$ cat src/design/mcm_pkg.sv
// ----------------------------------------------------------------------------
// mcm_pkg
// Shared types and constants of the 4x4 column-major matrix multiply unit.
// ----------------------------------------------------------------------------
`default_nettype none

package mcm_pkg;

  localparam int N            = 4;
  localparam int ELEM_W       = 32;
  localparam int COL_W        = 2;
  localparam int PROD_W       = 2 * ELEM_W;
  localparam int FRAC_BITS_DEF = 16;

  localparam int DATA_BITS = COL_W + N * ELEM_W;
  localparam int DATA_W    = ((DATA_BITS + 7) / 8) * 8;

  localparam logic [ELEM_W-1:0] SAT_MAX = {1'b0, {(ELEM_W-1){1'b1}}};
  localparam logic [ELEM_W-1:0] SAT_MIN = {1'b1, {(ELEM_W-1){1'b0}}};

  typedef enum logic {
    OP_LOAD = 1'b0,
    OP_MUL  = 1'b1
  } op_t;

  typedef logic [COL_W-1:0]                       col_t;
  typedef logic [N-1:0][ELEM_W-1:0]               col_vec_t;
  typedef logic [N-1:0][N-1:0][ELEM_W-1:0]        mat_t;
  typedef logic [N-1:0][N-1:0][PROD_W-1:0]        prod_mat_t;

  typedef struct packed {
    logic vld;
    col_t col;
  } stage_tag_t;

endpackage

`default_nettype wire

$ cat src/design/mcm_reduce.sv
// ----------------------------------------------------------------------------
// mcm_reduce
// Scale the products, sum them in two registered levels and saturate.
// ----------------------------------------------------------------------------
`default_nettype none

module mcm_reduce #(
  parameter int FRAC_BITS = mcm_pkg::FRAC_BITS_DEF
) (
  input  wire logic                clk,
  input  wire logic                rst_n,
  input  wire mcm_pkg::stage_tag_t in_tag,
  input  wire mcm_pkg::prod_mat_t  in_prod,
  output logic                     in_rdy,
  output mcm_pkg::stage_tag_t      out_tag,
  output mcm_pkg::col_vec_t        out_sum,
  input  wire logic                out_rdy
);
  import mcm_pkg::*;

  localparam int SH_W   = PROD_W - FRAC_BITS;
  localparam int PAIR_W = SH_W + 1;
  localparam int TOT_W  = SH_W + 2;

  stage_tag_t pair_tag_r;
  logic signed [PAIR_W-1:0] pair_r   [2][N];
  logic signed [PAIR_W-1:0] pair_nxt [2][N];
  logic signed [SH_W-1:0]   sh       [N][N];
  logic                     pair_rdy;

  stage_tag_t out_tag_r;
  col_vec_t   sum_r;
  col_vec_t   sum_nxt;
  logic signed [TOT_W-1:0]  tot      [N];
  logic [TOT_W-ELEM_W:0]    tot_hi   [N];

  assign pair_rdy = !out_tag_r.vld || out_rdy;
  assign in_rdy   = !pair_tag_r.vld || pair_rdy;

  always_comb begin
    for (int k = 0; k < N; k++) begin
      for (int r = 0; r < N; r++) begin
        sh[k][r] = SH_W'($signed(in_prod[k][r]) >>> FRAC_BITS);
      end
    end
    for (int r = 0; r < N; r++) begin
      pair_nxt[0][r] = PAIR_W'(sh[0][r]) + PAIR_W'(sh[1][r]);
      pair_nxt[1][r] = PAIR_W'(sh[2][r]) + PAIR_W'(sh[3][r]);
    end
  end

  always_comb begin
    for (int r = 0; r < N; r++) begin
      tot[r]    = TOT_W'(pair_r[0][r]) + TOT_W'(pair_r[1][r]);
      tot_hi[r] = tot[r][TOT_W-1:ELEM_W-1];
      if ((&tot_hi[r]) || !(|tot_hi[r])) begin
        sum_nxt[r] = tot[r][ELEM_W-1:0];
      end else if (tot[r][TOT_W-1]) begin
        sum_nxt[r] = SAT_MIN;
      end else begin
        sum_nxt[r] = SAT_MAX;
      end
    end
  end

  always_ff @(posedge clk) begin
    if (in_rdy) begin
      pair_tag_r.col <= in_tag.col;
      pair_r         <= pair_nxt;
    end
    if (pair_rdy) begin
      out_tag_r.col <= pair_tag_r.col;
      sum_r         <= sum_nxt;
    end
    if (!rst_n) begin
      pair_tag_r.vld <= 1'b0;
      out_tag_r.vld  <= 1'b0;
    end else begin
      if (in_rdy) begin
        pair_tag_r.vld <= in_tag.vld;
      end
      if (pair_rdy) begin
        out_tag_r.vld <= pair_tag_r.vld;
      end
    end
  end

  assign out_tag = out_tag_r;
  assign out_sum = sum_r;

endmodule

`default_nettype wire

$ cat config.mk
export PLATFORM = sky130hd
export DESIGN_NAME = mcm_reduce
export DESIGN_NICKNAME = d
export VERILOG_FILES = /design/src/design/mcm_pkg.sv /design/src/design/mcm_reduce.sv
export SDC_FILE = /design/constraint.sdc
export NUM_CORES = 2
export LEC_CHECK = 0
export BUFFER_PORTS_ARGS = -buffer_cell sky130_fd_sc_hd__buf_2
export CORE_AREA = 2 2 455 457
export DETAILED_ROUTE_END_ITERATION = 7
export DIE_AREA = 0 0 457 459
export HOLD_SLACK_MARGIN = 0.05
export PLACE_DENSITY = 0.44
export SYNTH_ARGS = -nofsm -noshare
export SYNTH_HDL_FRONTEND = slang
export SYNTH_SLANG_ARGS = --single-unit
export TNS_END_PERCENT = 100
$ cat constraint.sdc
create_clock -name clk -period 12.9 [get_ports clk]
set_input_delay 0.645 -clock clk [delete_from_list [all_inputs] [get_ports clk]]
set_output_delay 0.645 -clock clk [all_outputs]
set_load 0.005 [all_outputs]
; After elaboration in Yosys (flattened, before gate mapping)
; Cells that the tools add are included.
; Widths: inputs -> output; s select.
[classes]
addsub = 12
mul = 0
n_div = 0
magnitude_cmp = 0
eq_ne = 0
n_shift = 0
muxes = 8
bitwise_logic = 0
reduce_logical = 20
[op_table]
columns = cell, count
row1 = $add 48x48->49, 8
row2 = $mux 32, 8
row3 = $add 49x49->50, 4
row4 = $reduce_and 19->1, 4
row5 = $reduce_or 19->1, 4
row6 = $logic_not 1->1, 6
row7 = $logic_or 1x1->1, 6
[totals]
reg_bits = 526
latch_bits = 0
ram_bits = 0
romBits = 0
inputBits = 1030
output_inout_bits = 132
elab_cells = 56
mem_count = 0

; Depth between registers and ports, before layout
[depth]
depth_word = 5
depth_mapped = 17

; Least setup slack after synthesis
; Ideal clock, no wire load.
[synth_path]
kind = input to register
from = input out_rdy
to = register pair_r[0] (netlist name) (enable)
t_arrival_ns = 7.274
required_ns = 10.009
slack_ns = 2.735
cell_stages = 2
path_cell_list = nor2b_1 nand2_1
[synth_between]
elab_chain_len = 2
[synth_lines]
columns = item, line
row1 = "start, declared", mcm_reduce.sv:17  ; input wire logic out_rdy
row2 = $logic_or 1x1->1, mcm_reduce.sv:37  ; assign pair_rdy = !out_tag_r.vld || out_rdy;
row3 = $logic_or 1x1->1, mcm_reduce.sv:38  ; assign in_rdy = !pair_tag_r.vld || pair_rdy;
row4 = named net in_rdy, mcm_reduce.sv:14  ; output logic in_rdy,
row5 = "end signal, assigned", mcm_reduce.sv:69  ; pair_r <= pair_nxt;
row6 = "end, declared", mcm_reduce.sv:26  ; logic signed [PAIR_W-1:0] pair_r [2][N];
; The timed path passes the listed nets, and every way through them passes these cells.
; A chain may end at the register's enable or synchronous reset.

==> metrics.cfg <==
[finish]
post_route_cells_drive_above_1_share_pct = 18.8
final_nets = 7474
area_growth_syn_to_layout_pct = 21.2

[synthesis]
synth.area.top_cells = edfxtp_1, ha_1, a21oi_1
syn_area_per_cell_um2 = 9.48
syn_area_um2 = 47100
synth_top_cell_by_area = edfxtp_1
ys_seq_elements = 526
synthArstFlopShare_pct = 0
synth_edf_count = 524
synth_commonest_cells = ha_1, a21oi_1, edfxtp_1
syn-num-nets = 6591
ys_warn_count = 0
syn_inst = 4969
synth_flop_cell = edfxtp_1
synth_top_area_share_pct = 33.4
synth_cell_types = 91
ys_seq_area_share_pct = 33.5
synth.most_common_cell = ha_1

[floorplanning]
die_area_um2 = 210000
pin_count = 1162
core_area_um2 = 206000
start_util_pct = 22.9
die_y_um = 459
rows = 167
die_w_um = 457

[worst_hold_path]
hold_path.startpoint = in_tag[1]
min_path_type = in2reg
min_to = pair_tag_r[1]$_DFFE_PP_
worstHoldPathCells = 1

[power_and_ir_drop]
p_clk_share_pct = 21.5
combPwrFrac_pct = 49.2
peakVddDrop_uv = 91.1
p_int_mw = 5.51
leakage_nw = 24.8
seqPwrFrac_pct = 29.3
power_density_nw_per_um2 = 164
netSwitchingFraction_pct = 41.1
p_sw_mw = 3.84

[sta]
tns_ns = 0
slew_headroom_pct = 29.3
fmax_mhz = 178
finalHoldViolations = 0
finalHoldWorstSlack_ns = 0.174
min_period_ns = 5.61
rsz0062_at_grt = false
slew_viol_final = 0
setup_viol = 0
fin_crit_sh_pct = 43.5
finClkSkew_ns = 0.0337
tightest_slew_ns = 1.05

[route]
wl_mm = 172
vias = 41400
postRouteAntennaNets = 0
wl_met3_mm = 7.92
highest_layer = met5
avgViaCountPerCell = 4.80
post-route-drc-count = 0
wl_per_cell_um = 19.9
wl_met1_mm = 78.5
first_pass_iters = 6
met2_length_mm = 81.3
drt_iter0_drc = 2578

[global_routing]
grt_use_total_pct = 15.7
grt_pass1_vias = 41100
grt_max_degree = 134
antenna_found_initial = 25
grt_pass1_wl_mm = 253
grt_overflow = 0

[setup_path]
rr_startpoint = pair_r[202]$_DFFE_PP_
r2r_cells = 16
required_ns = 13.31
path_buf_inv = 2
crit_path_frequent_cell = nor2_1
start_kind = register
crit_family = simple AND/OR/NAND/NOR gates
path_max_fanout = 31
reg2reg_to = out_sum[101]$_DFFE_PP_
critPathArrivalTime_ns = 6.03
crit_chain = ha_1, nand3_1, nor4_1, nor2_1, a211oi_1, o21a_1, a21oi_1, o21ai_0, and2_1, clkinv_1, nor2_1, nor4b_1, nand4_1, o31ai_4, buf_4, mux2_2
critPathSlowestCell = clkinv_1
crit_type = reg2reg
reg2reg_slack_ns = 7.29
slowest_delay_ns = 0.75
crit_path_end_kind = register

[placement]
hpwl_mm = 144
gp_congestion = 0.896
port_buffers = 905

[cts]
cts_root_buf = clkbuf_16
cts_setup_buffers = 0
htreeDepth = 3
cts_hold_buf = 0
cts_resized = 0
clk_path_buf_depth = 3
clock_latency_ns = 0.69
cts_num_sinks = 526
cts_tree = done
cts_made_buffers = 72
path_clk_slew_ns = 0.05

[job]
cap_viol_max_count = 0

[outcome]
status = completed

[per-layer routing]
layer  GRT usage [%]  vias up
met1            20.4    19600
met2            26.7     1024
li1                -    20600
met4            4.09        2
met3            2.70      168
met5               0        -
[per-stage QoR]
stage	util, %	instances	area (um2)	total power [mW]	setup WS (ns)
final	27.8	8617	57100	9.35	7.29
after global routing	27.8	8616	57100	10.0	6.89
after CTS	27.8	8611	57100	9.47	7.28
after detailed placement	26.6	8482	54700	7.36	7.33
after global placement	26.6	8482	54700	7.37	7.34
after floorplan	-	4969	47100	5.76	2.74
[worst max-delay path by stage]
| stage | start | endpoint | cells past startpoint |
|---|---|---|---|
| after global placement | pair_r[199]$_DFFE_PP_ | out_sum[102]$_DFFE_PP_ | 16 |
| after CTS | pair_r[199]$_DFFE_PP_ | out_sum[125]$_DFFE_PP_ | 16 |
| final | pair_r[202]$_DFFE_PP_ | out_sum[101]$_DFFE_PP_ | 16 |
| after detailed placement | pair_r[199]$_DFFE_PP_ | out_sum[101]$_DFFE_PP_ | 16 |
| after global routing | pair_r[204]$_DFFE_PP_ | out_sum[121]$_DFFE_PP_ | 16 |
| after floorplan | out_rdy | pair_r[0]$_DFFE_PP_ | 2 |
[power groups by stage]
stage / Combinational [mW] / Clock (mW) / Sequential, mW
global placement: 4.57 / 0 / 2.80
CTS: 4.60 / 2.10 / 2.76
finish: 4.60 / 2.01 / 2.74
global route: 5.10 / 2.16 / 2.79
floorplan: 3.10 / 0 / 2.66
detailed placement: 4.57 / 0 / 2.79
[worst reg2reg max path: cells and delay by family (launching register included)]
| family | cells | cell delay [ns] |
|---|---|---|
| muxes | 1 | 0.41 |
| and+or+nand+nor | 7 | 1.85 |
| buffers and inverters | 2 | 1.21 |
| adders and majority gates | 1 | 0.39 |
| DFF | 1 | 0.42 |
| AOI/OAI and AO/OA | 5 | 1.07 |
[cells by family (layout without fill, tap and decap cells)]
group                      count (synthesis)  count (layout)  synth area share, %
DFF                                      526             526                 33.5
other                                      0               6                    0
muxes                                    104             104                 2.27
and+or+nand+nor                         1207            1207                 12.7
xor gates and xnor gates                 507             507                 9.43
adders and majority gates                592             592                 15.9
AOI/OAI and AO/OA                       1744            1744                 23.8
buffers and inverters                    289            1227                 2.38
[state kept, by name (all words and copies together) (netlist names)]
register and flops:
pair_r 392, pair_tag_r 3, out_tag 3, out_sum 128
[placed cells by master, fill, tap and decap left out, types with 22 or more instances in the layout]
cell type	instances
o21bai_1	79
a31oi_1	63
nand2_1	309
nor2_1	286
nand3_1	98
a21boi_0	23
a211oi_1	42
mux2i_1	84
ha_1	580
nand4_1	83
edfxtp_1	524
o21ai_0	283
o31ai_1	41
nor2b_1	78
xnor2_1	327
xor2_1	180
and3_1	46
and4_1	25
a21oi_1	579
nand2b_1	80
inv_1	171
clkbuf_16	74
a21o_1	320
o211ai_1	38
nor3_1	79
o21a_1	72
or2_2	22
and2_1	25
buf_2	905
[cell type report]
cell class              count  area (um2)
fillers                 22000      149000
diodes                      6        15.0
repair buffers            924        4680
flip-flops and latches    526       15800
clock inverters            41         422
multi-input cells        4154       30200
well taps                2704        3380
inverters                 174         658
clock buffers              88        1910
No activity file was read; power rests on OpenSTA's default activity.
