$ cat config.mk
export PLATFORM = sky130hd
export DESIGN_NAME = mcm_col_store
export DESIGN_NICKNAME = d
export VERILOG_FILES = /design/src/design/mcm_pkg.sv /design/src/design/mcm_col_store.sv
export SDC_FILE = /design/constraint.sdc
export NUM_CORES = 1
export LEC_CHECK = 0
export BUFFER_PORTS_ARGS = -buffer_cell sky130_fd_sc_hd__buf_2
export CAP_MARGIN = 20
export CORE_AREA = 2 2 254 256
export CTS_CLUSTER_DIAMETER = 80
export DETAILED_ROUTE_END_ITERATION = 8
export DIE_AREA = 0 0 256 258
export PLACE_DENSITY = 0.55
export SLEW_MARGIN = 20
export SYNTH_ARGS = -nofsm -noshare
export SYNTH_HDL_FRONTEND = slang
export SYNTH_SLANG_ARGS = --single-unit
$ cat constraint.sdc
create_clock -name clk -period 19.1 [get_ports clk]
set_input_delay 3.82 -clock clk [delete_from_list [all_inputs] [get_ports clk]]
set_output_delay 3.82 -clock clk [all_outputs]
set_load 0.02 [all_outputs]
$ cat src/design/mcm_pkg.sv
// ----------------------------------------------------------------------------
// mcm_pkg
// Shared types and constants of the 4x4 column-major matrix multiply unit.
// ----------------------------------------------------------------------------
`default_nettype none

package mcm_pkg;

  localparam int N            = 4;
  localparam int ELEM_W       = 32;
  localparam int COL_W        = 2;
  localparam int PROD_W       = 2 * ELEM_W;
  localparam int FRAC_BITS_DEF = 16;

  localparam int DATA_BITS = COL_W + N * ELEM_W;
  localparam int DATA_W    = ((DATA_BITS + 7) / 8) * 8;

  localparam logic [ELEM_W-1:0] SAT_MAX = {1'b0, {(ELEM_W-1){1'b1}}};
  localparam logic [ELEM_W-1:0] SAT_MIN = {1'b1, {(ELEM_W-1){1'b0}}};

  typedef enum logic {
    OP_LOAD = 1'b0,
    OP_MUL  = 1'b1
  } op_t;

  typedef logic [COL_W-1:0]                       col_t;
  typedef logic [N-1:0][ELEM_W-1:0]               col_vec_t;
  typedef logic [N-1:0][N-1:0][ELEM_W-1:0]        mat_t;
  typedef logic [N-1:0][N-1:0][PROD_W-1:0]        prod_mat_t;

  typedef struct packed {
    logic vld;
    col_t col;
  } stage_tag_t;

endpackage

`default_nettype wire

$ cat src/design/mcm_col_store.sv
// ----------------------------------------------------------------------------
// mcm_col_store
// Left matrix register file, written one column at a time, read in full.
// ----------------------------------------------------------------------------
`default_nettype none

module mcm_col_store (
  input  wire logic             clk,
  input  wire logic             wr_en,
  input  wire mcm_pkg::col_t    wr_col,
  input  wire mcm_pkg::col_vec_t wr_data,
  output mcm_pkg::mat_t         mat
);
  import mcm_pkg::*;

  mat_t mat_r;

  always_ff @(posedge clk) begin
    if (wr_en) begin
      mat_r[wr_col] <= wr_data;
    end
  end

  assign mat = mat_r;

endmodule

`default_nettype wire

# Yosys cells after proc, flatten, opt, wreduce, memory -nomap -nowiden
# Index checks and enable logic that the tools add are counted.
dict set report op_classes {
  reduce_logical 1
  mux 3
  n_lt_le_gt_ge 2
}
# operator n
set ops {}
lappend ops {{512-bit bitwise mux} 1}
lappend ops {{128-bit demux with 2-bit select} 1}
lappend ops {{128-bit two-way mux} 1}
lappend ops {{2-bit by 3-bit less-than comparator with 1-bit output (second input constant)} 1}
lappend ops {{2-bit by 1-bit greater-or-equal comparator with 1-bit output (second input constant)} 1}
lappend ops {{1-bit logical AND} 1}
dict set report word_totals {
  in_bits 132
  register_bits 512
  out_inout_bits 512
}

# Logic depth before layout (Yosys ltp)
# Gate-level depths: netlist of run 1.
dict set report logic_depth {
  depth_word 5
  depth_mapped 1
  mapped_depth_nobuf 1
}

# Least setup slack after synthesis of run 1
# No wires, ideal clock.
dict set report synth_timing {
  path_type {input to register}
  start {input port wr_col[0]}
  end {register mat_r (netlist bit mat[0]) (enable)}
  slack_ps 9792
  stages 1
  arrival_ps 8716
  path_buffers 0
  setup_time_ps 592
  path_cell_list {nor3b_2}
}
# element line
set synth_lines {}
lappend synth_lines {{from (decl)} mcm_col_store.sv:10} ;# input wire mcm_pkg::col_t wr_col,
lappend synth_lines {{to (signal, indexed assignment)} mcm_col_store.sv:20} ;# mat_r[wr_col] <= wr_data;
lappend synth_lines {{to (decl)} mcm_col_store.sv:16} ;# mat_t mat_r;

==> flow_metrics.env, run 1 <==
export IMPL_die_w_um=256
export IMPL_arrival_ns=6.09
export IMPL_syn_num_nets=648
export IMPL_period_share_pct=30.90
export IMPL_num_io_pins=644
export IMPL_ys_ff_latch=512
export IMPL_clock_sinks=512
export IMPL_slew_headroom_pct=32.33
export IMPL_syn_inst=516
export IMPL_worstSetupEndpointType="flop"
export IMPL_top_layer="met5"
export IMPL_path_clk_slew_ns=0.06
export IMPL_nets=1353
export IMPL_layout_commonest_cell="buf_2"
export IMPL_core_rowCount=93
export IMPL_route_met3_wl_um=3562
export IMPL_htree_levels=2
export IMPL_drt_iter0_drc=546
export IMPL_antenna_found_initial=5
export IMPL_synth_cell_type_count=4
export IMPL_ys_warn_count=0
export IMPL_io_buffers=643
export IMPL_final_max_slew_viol_count=0
export IMPL_finalSetupViolCount=0
export IMPL_synth_compound_area_share_pct=0
export IMPL_ctsHoldBuffers=0
export IMPL_synthMuxAreaShare_pct=0
export IMPL_grt_overflow_total=0
export IMPL_vias=8093
export IMPL_max_cap_violations=0
export IMPL_synth_top_family_by_area="simple AND/OR/NAND/NOR gates"
export IMPL_clk_path_buf_depth=3
export IMPL_wl_um=39560
export IMPL_final_cell_mix="643 x buf_2, 512 x edfxtp_1, 54 x clkbuf_16, 11 x clkinv_2, 10 x clkinv_1"
export IMPL_hp_class="primary input to flop"
export IMPL_final_layout_size_suffix_gt1_share_pct=57.82
export IMPL_hpwl_um=27570
export IMPL_cp_endpoint="mat[309]"
export IMPL_synth_xor_area_share_pct=0
export IMPL_synth_adder_area_share_pct=0
export IMPL_m1WireLength_um=13960
export IMPL_grt_pass1_vias=8346
export IMPL_dp_slack_ns=12.49
export IMPL_synth_simple_area_share_pct=0.2435
export IMPL_critPathKind="primary input to flop"
export IMPL_fill_cells=6085
export IMPL_worstPathMaxFanout=59
export IMPL_drtPass1Iterations=4
export IMPL_route_detailed_drc=0
export IMPL_die_h_um=258
export IMPL_routabilityCongestion=0.8185
export IMPL_numCtsBuffers=52
export IMPL_cts_resized=0
export IMPL_met2_wirelength_um=20550
export IMPL_post_cts_buffers=0
export IMPL_clock_fmax_mhz=169.4
export IMPL_grt_pass1_wl_um=56280
export IMPL_avgViaCountPerCell=3.823
export IMPL_synthToLayoutAreaGrowth_pct=38.72
export IMPL_start_kind="primary input"
export IMPL_core_sq_um=63650
export IMPL_worstMarginPinSlew_ns=1.015
export IMPL_avgRoutedWirePerCell_um=18.69
export IMPL_powerDensity_nw_per_um2=113.5
export IMPL_finalHoldViolCount=0
export IMPL_initial_core_util_pct=24.21
export IMPL_avgSynthCellArea_sq_um=29.87
export IMPL_cts_root_buf="clkbuf_16"
export IMPL_p_leak_nw=8.076
export IMPL_antenna_left=0
export IMPL_seq_area_frac_synth_pct=99.76
export IMPL_rsz0062_at_grt="false"
export IMPL_cts_tree="done"
export IMPL_gr_usage_all_layers_pct=11.37
export IMPL_final_setup_tns_ns=0
export IMPL_status="complete, no violations"
export IMPL_largest_register_ff_count=512
export IMPL_vdd_drop_max_mv=0.07132
export IMPL_dieArea_sq_um=66050
export IMPL_critPathLaunch="wr_col[0]"
export IMPL_min_period_ns=5.902
export IMPL_crit_required_ns=19.29
export IMPL_grt_max_degree=63
export IMPL_fin_ws_ns=13.20
export IMPL_syn_cell_area_sq_um=15410
-- kinds of logic after synthesis --
family and Yosys count:
DFF 512, and+or+nand+nor 4
-- how the worst min path moves through the flow --
stage                      start  endpoint  slack [ns]  depth (start not counted)
global route        wr_data[100]  mat[484]        3.42                          1
floorplan             wr_data[0]    mat[0]        3.92                          0
CTS                 wr_data[110]  mat[238]        3.40                          1
detailed placement  wr_data[113]  mat[497]        4.04                          1
global placement    wr_data[107]  mat[491]        4.03                          1
finish              wr_data[110]  mat[238]        3.45                          1
-- critical path, cell delays in order --
cell	delay (ns)
buf_2	0.13
and3b_4	0.47
buf_4	0.77
buf_4	0.85
-- report_power, final --
part,internal [mW],switching (mW)
clock,0.541,0.407
combinational,0.0439,0.124
sequential,1.30,0.0121
total,1.88,0.544
-- layout make-up --
cell class	count	area (sq um)	share of cell area [%]
multi-input cells	4	55.05	0.2575
diodes	3	7.507	0.03511
clock buffers	63	1385	6.478
flip-flops and latches	512	15370	71.91
clock inverters	29	210.2	0.9831
repair buffers	651	3278	15.33
well taps	855	1070	5.004
-- per-stage QoR --
step	instance area [sq um]	hold WS, ns	utilization, %	power [mW]	cells
after floorplan	15410	3.919	-	1.417	516
after global placement	19780	4.032	31.07	1.503	2022
after detailed placement	19780	4.038	31.07	1.505	2022
after CTS	21370	3.403	33.58	2.460	2114
after global routing	21380	3.416	33.59	2.509	2116
final	21380	3.454	33.59	2.426	2117
-- layer usage --
metal  global-route usage [%]  vias up
li1                         -     3538
met1                    11.95     4013
met2                    20.04      454
met3                    4.446       86
met4                    5.263        2
met5                        0        -
-- cell usage after synthesis (all sizes together) --
cell type	instances	area share [%]
nor3b	1	0.081
and3	1	0.049
edfxtp	512	100
and3b	2	0.11
Note: power is estimated with default switching activity, not from simulation.
==> run 2, diff against run 1 <==
clock period = 5.7 ns   (was 19.1 ns; I/O delays follow)
==> run 2 against run 1 <==
Net effect: setup slack worse by 9.8 ns; critical path depth decreased by 3; power grew to 3.4 times the previous value; global-route usage is 0.31 points lower; hold slack lost 2.7 ns; critical path type is now flop to output pin; cell count up 0.19%; via count rose by 0.17%; routed wire length is 2.8% lower.
==> flow_metrics.env, run 2 (synthesized netlist as in run 1, its figures left out) <==
export IMPL_nets=1355
export IMPL_route_detailed_drc=0
export IMPL_finalNonFillerCells=2121
export IMPL_final_cell_mix="643 x buf_2, 512 x edfxtp_1, 53 x clkbuf_16, 11 x clkbuf_1, 11 x clkinv_2"
export IMPL_io_buffers=643
export IMPL_slew_headroom_pct=39.88
export IMPL_drt_iter0_drc=496
export IMPL_worstMarginPinSlew_ns=0.9018
export IMPL_die_w_um=256
export IMPL_path_clk_slew_ns=0.06
export IMPL_htree_levels=2
export IMPL_antenna_found_initial=5
export IMPL_slowest_stage="edfxtp_1"
export IMPL_vias=8107
export IMPL_ctsHoldBuffers=0
export IMPL_hpwl_um=26970
export IMPL_grt_max_degree=73
export IMPL_layout_commonest_cell="buf_2"
export IMPL_initial_core_util_pct=24.21
export IMPL_finalSetupViolCount=0
export IMPL_final_setup_tns_ns=0
export IMPL_worstSetupEndpointType="output pin"
export IMPL_max_cap_violations=0
export IMPL_crit_required_ns=4.56
export IMPL_clock_sinks=512
export IMPL_worstPathMaxFanout=1
export IMPL_period_share_pct=40.83
export IMPL_crit_buf_inv=1
export IMPL_p_leak_nw=8.111
export IMPL_antenna_left=0
export IMPL_status="complete, no violations"
export IMPL_clk_path_buf_depth=3
export IMPL_num_io_pins=644
export IMPL_hp_class="primary input to flop"
export IMPL_clock_fmax_mhz=429.7
export IMPL_grt_pass1_vias=8513
export IMPL_vdd_drop_max_mv=0.2036
export IMPL_dieArea_sq_um=66050
export IMPL_crit_family="flip-flops"
export IMPL_wl_um=38460
export IMPL_cts_tree="done"
export IMPL_synthToLayoutAreaGrowth_pct=39.35
export IMPL_grt_pass1_wl_um=55250
export IMPL_powerDensity_nw_per_um2=382.1
export IMPL_die_h_um=258
export IMPL_core_rowCount=93
export IMPL_routabilityCongestion=0.7896
export IMPL_cts_resized=0
export IMPL_gr_usage_all_layers_pct=11.06
export IMPL_finalHoldViolCount=0
export IMPL_arrival_ns=1.19
export IMPL_dpl_cell_count=2024
export IMPL_final_layout_size_suffix_gt1_share_pct=57.87
export IMPL_path_cells="buf_2"
export IMPL_min_period_ns=2.327
export IMPL_critPathKind="flop to output pin"
export IMPL_drtPass1Iterations=4
export IMPL_avgViaCountPerCell=3.822
export IMPL_slowest_delay_ns=0.43
export IMPL_cts_root_buf="clkbuf_16"
export IMPL_core_sq_um=63650
export IMPL_post_cts_buffers=0
export IMPL_grt_overflow_total=0
export IMPL_numCtsBuffers=52
export IMPL_rsz0062_at_grt="false"
export IMPL_start_kind="flop"
export IMPL_avgRoutedWirePerCell_um=18.13
export IMPL_final_max_slew_viol_count=0
export IMPL_largest_register_ff_count=512
==> run 2: metal layers <==
metal | wire [um] | global-route usage [%]
met5 | 43 | 0
met4 | 1275 | 4.613
met3 | 3527 | 4.358
met2 | 19690 | 19.30
met1 | 13930 | 11.98
==> run 2: cell type report <==
| class | instances | area (sq um) |
|---|---|---|
| tap | 855 | 1070 |
| timing repair buffer | 653 | 3331 |
| multi-input combinational | 4 | 55.05 |
| antenna | 1 | 2.502 |
| fill | 6102 | 42170 |
| sequential | 512 | 15370 |
| clock inverter | 32 | 276.5 |
| clock buffer | 64 | 1368 |
==> run 2: metrics by stage <==
stage | hold WS, ns | util (%) | setup slack [ns] | power (mW) | area (sq um)
2_1_floorplan | 1.239 | - | 0.8589 | 4.748 | 15420
5_1_grt | 0.7417 | 33.74 | 3.328 | 8.488 | 21480
4_1_cts | 0.7319 | 33.74 | 3.327 | 8.305 | 21470
6_report | 0.7816 | 33.74 | 3.373 | 8.207 | 21480
3_5_place_dp | 1.358 | 31.16 | 2.796 | 5.040 | 19830
3_3_place_gp | 1.352 | 31.16 | 2.816 | 5.033 | 19830
==> run 2: worst paths after layout <==
| kind | start | to | slack (ns) | cells after the start |
|---|---|---|---|---|
| hold / removal | wr_data[46] | mat[430] | 0.78 | 1 |
| setup / recovery | mat[396] | mat[396] | 3.37 | 1 |
==> run 2: power breakdown <==
part	internal, mW	switching, mW
Clock	1.89	1.37
Sequential	4.34	0.0420
Combinational	0.150	0.414
Total	6.38	1.83
==> run 3, diff against run 2 <==
clock period = 2.35 ns   (was 5.7 ns; I/O delays follow)
==> run 3 against run 2 <==
Net effect: first-iteration DRC count is 12% lower; routed wire length increased by 2.1%; critical path depth unchanged; setup slack worse by 2.7 ns; sequential power increased by 140%; core utilization up 0.092 points; sequential cell count stayed put; count of clock-buffer cells in the layout fell by 2; combinational power increased by 150%; clock power is 130% higher; non-clock buffer count increased by 9; critical path type unchanged.
==> flow_metrics.env, run 3 (synthesized netlist as in run 1, its figures left out) <==
export IMPL_avgRoutedWirePerCell_um=18.50
export IMPL_final_layout_size_suffix_gt1_share_pct=58.33
export IMPL_route_detailed_drc=0
export IMPL_p_seq_share_pct=54.1
export IMPL_core_sq_um=63650
export IMPL_drt_iter0_drc=436
export IMPL_clock_fmax_mhz=613.0
export IMPL_slowest_stage="edfxtp_1"
export IMPL_critPathKind="flop to output pin"
export IMPL_antenna_left=0
export IMPL_switching_power_mw=4.380
export IMPL_path_clk_slew_ns=0.06
export IMPL_ctsHoldBuffers=0
export IMPL_drtPass1Iterations=5
export IMPL_vias=8098
export IMPL_hpwl_um=27580
export IMPL_worstSetupEndpointType="output pin"
export IMPL_cts_resized=0
export IMPL_grt_pass1_wl_um=55690
export IMPL_crit_family="flip-flops"
export IMPL_initial_core_util_pct=24.21
export IMPL_combPwrFrac_pct=7.1
export IMPL_hp_class="primary input to flop"
export IMPL_grt_overflow_total=0
export IMPL_core_rowCount=93
export IMPL_crit_required_ns=1.88
export IMPL_p_leak_nw=8.155
export IMPL_grt_pass1_vias=8209
export IMPL_p_int_mw=15.29
export IMPL_p_sw_share_pct=22.27
export IMPL_die_h_um=258
export IMPL_rsz0062_at_grt="false"
export IMPL_gr_usage_all_layers_pct=11.24
export IMPL_dieArea_sq_um=66050
export IMPL_cts_tree="done"
export IMPL_n_antenna_cell=0
export IMPL_clock_sinks=512
export IMPL_slowest_delay_ns=0.41
export IMPL_period_share_pct=69.41
export IMPL_numCtsBuffers=52
export IMPL_final_cell_mix="643 x buf_2, 512 x edfxtp_1, 52 x clkbuf_16, 14 x clkinv_2"
export IMPL_path_cells="buf_2"
export IMPL_slew_headroom_pct=64.85
export IMPL_die_w_um=256
export IMPL_post_cts_buffers=0
export IMPL_avgViaCountPerCell=3.816
export IMPL_worstMarginPinSlew_ns=0.5273
export IMPL_finalSetupViolCount=0
export IMPL_synthToLayoutAreaGrowth_pct=39.73
export IMPL_layout_commonest_cell="buf_2"
export IMPL_status="complete, no violations"
export IMPL_p_clk_share_pct=38.8
export IMPL_grt_max_degree=68
export IMPL_io_buffers=643
export IMPL_clk_path_buf_depth=3
export IMPL_htree_levels=2
export IMPL_powerDensity_nw_per_um2=913.3
export IMPL_largest_register_ff_count=512
export IMPL_worstPathMaxFanout=1
export IMPL_arrival_ns=1.16
export IMPL_final_area_sq_um=21540
export IMPL_antenna_found_initial=4
export IMPL_dpl_cell_area_sq_um=19970
export IMPL_num_io_pins=644
export IMPL_vdd_drop_max_mv=0.5736
export IMPL_cts_root_buf="clkbuf_16"
export IMPL_crit_buf_inv=1
export IMPL_min_period_ns=1.631
export IMPL_hold_slack_ns=0.1112
export IMPL_fill_cells=6119
export IMPL_max_cap_violations=0
export IMPL_wl_um=39270
export IMPL_finalHoldViolCount=0
export IMPL_routabilityCongestion=0.8191
export IMPL_nets=1364
export IMPL_critical_path_cell_count=1
export IMPL_final_max_slew_viol_count=0
export IMPL_start_kind="flop"
export IMPL_hold_path_depth=1
run 3: final cells by class:
| class | count | area [sq um] | area share, % |
|---|---|---|---|
| flip-flops and latches | 512 | 15370 | 71.39 |
| repair buffers | 662 | 3473 | 16.13 |
| clock buffers | 62 | 1339 | 6.217 |
| well taps | 855 | 1070 | 4.967 |
| clock inverters | 27 | 224.0 | 1.040 |
| multi-input cells | 4 | 55.05 | 0.2556 |
run 3: metal layers:
layer	GRT usage (%)	routed length [um]	vias to the layer above
li1	-	-	3553
met1	12.34	14360	4039
met2	19.91	20320	426
met3	4.417	3527	74
met4	3.639	1023	6
met5	0	44	-
run 3: through the flow:
step / util [%] / TNS, ns / instances / setup WS (ns) / total power [mW]
detailed placement: 31.38 / 0 / 2033 / 0.5963 / 12.25
CTS: 33.83 / 0 / 2122 / 0.6532 / 19.95
floorplan: - / -233.10 / 516 / -1.821 / 11.50
finish: 33.83 / 0 / 2122 / 0.7188 / 19.67
global placement: 31.38 / 0 / 2033 / 0.6195 / 12.24
global route: 33.83 / 0 / 2122 / 0.6560 / 20.36
run 3: power by group through the flow:
stage | clock [mW] | combinational (mW) | sequential (mW)
2_1_floorplan | 0 | 0.0950 | 11.4
3_3_place_gp | 0 | 1.41 | 10.8
3_5_place_dp | 0 | 1.42 | 10.8
4_1_cts | 7.88 | 1.42 | 10.6
5_1_grt | 8.21 | 1.47 | 10.7
6_report | 7.63 | 1.40 | 10.6
run 3: path summary, 6_finish.rpt:
path                  endpoint         start
worst max-delay path  mat[185]      mat[185]
worst min-delay path  mat[250]  wr_data[122]
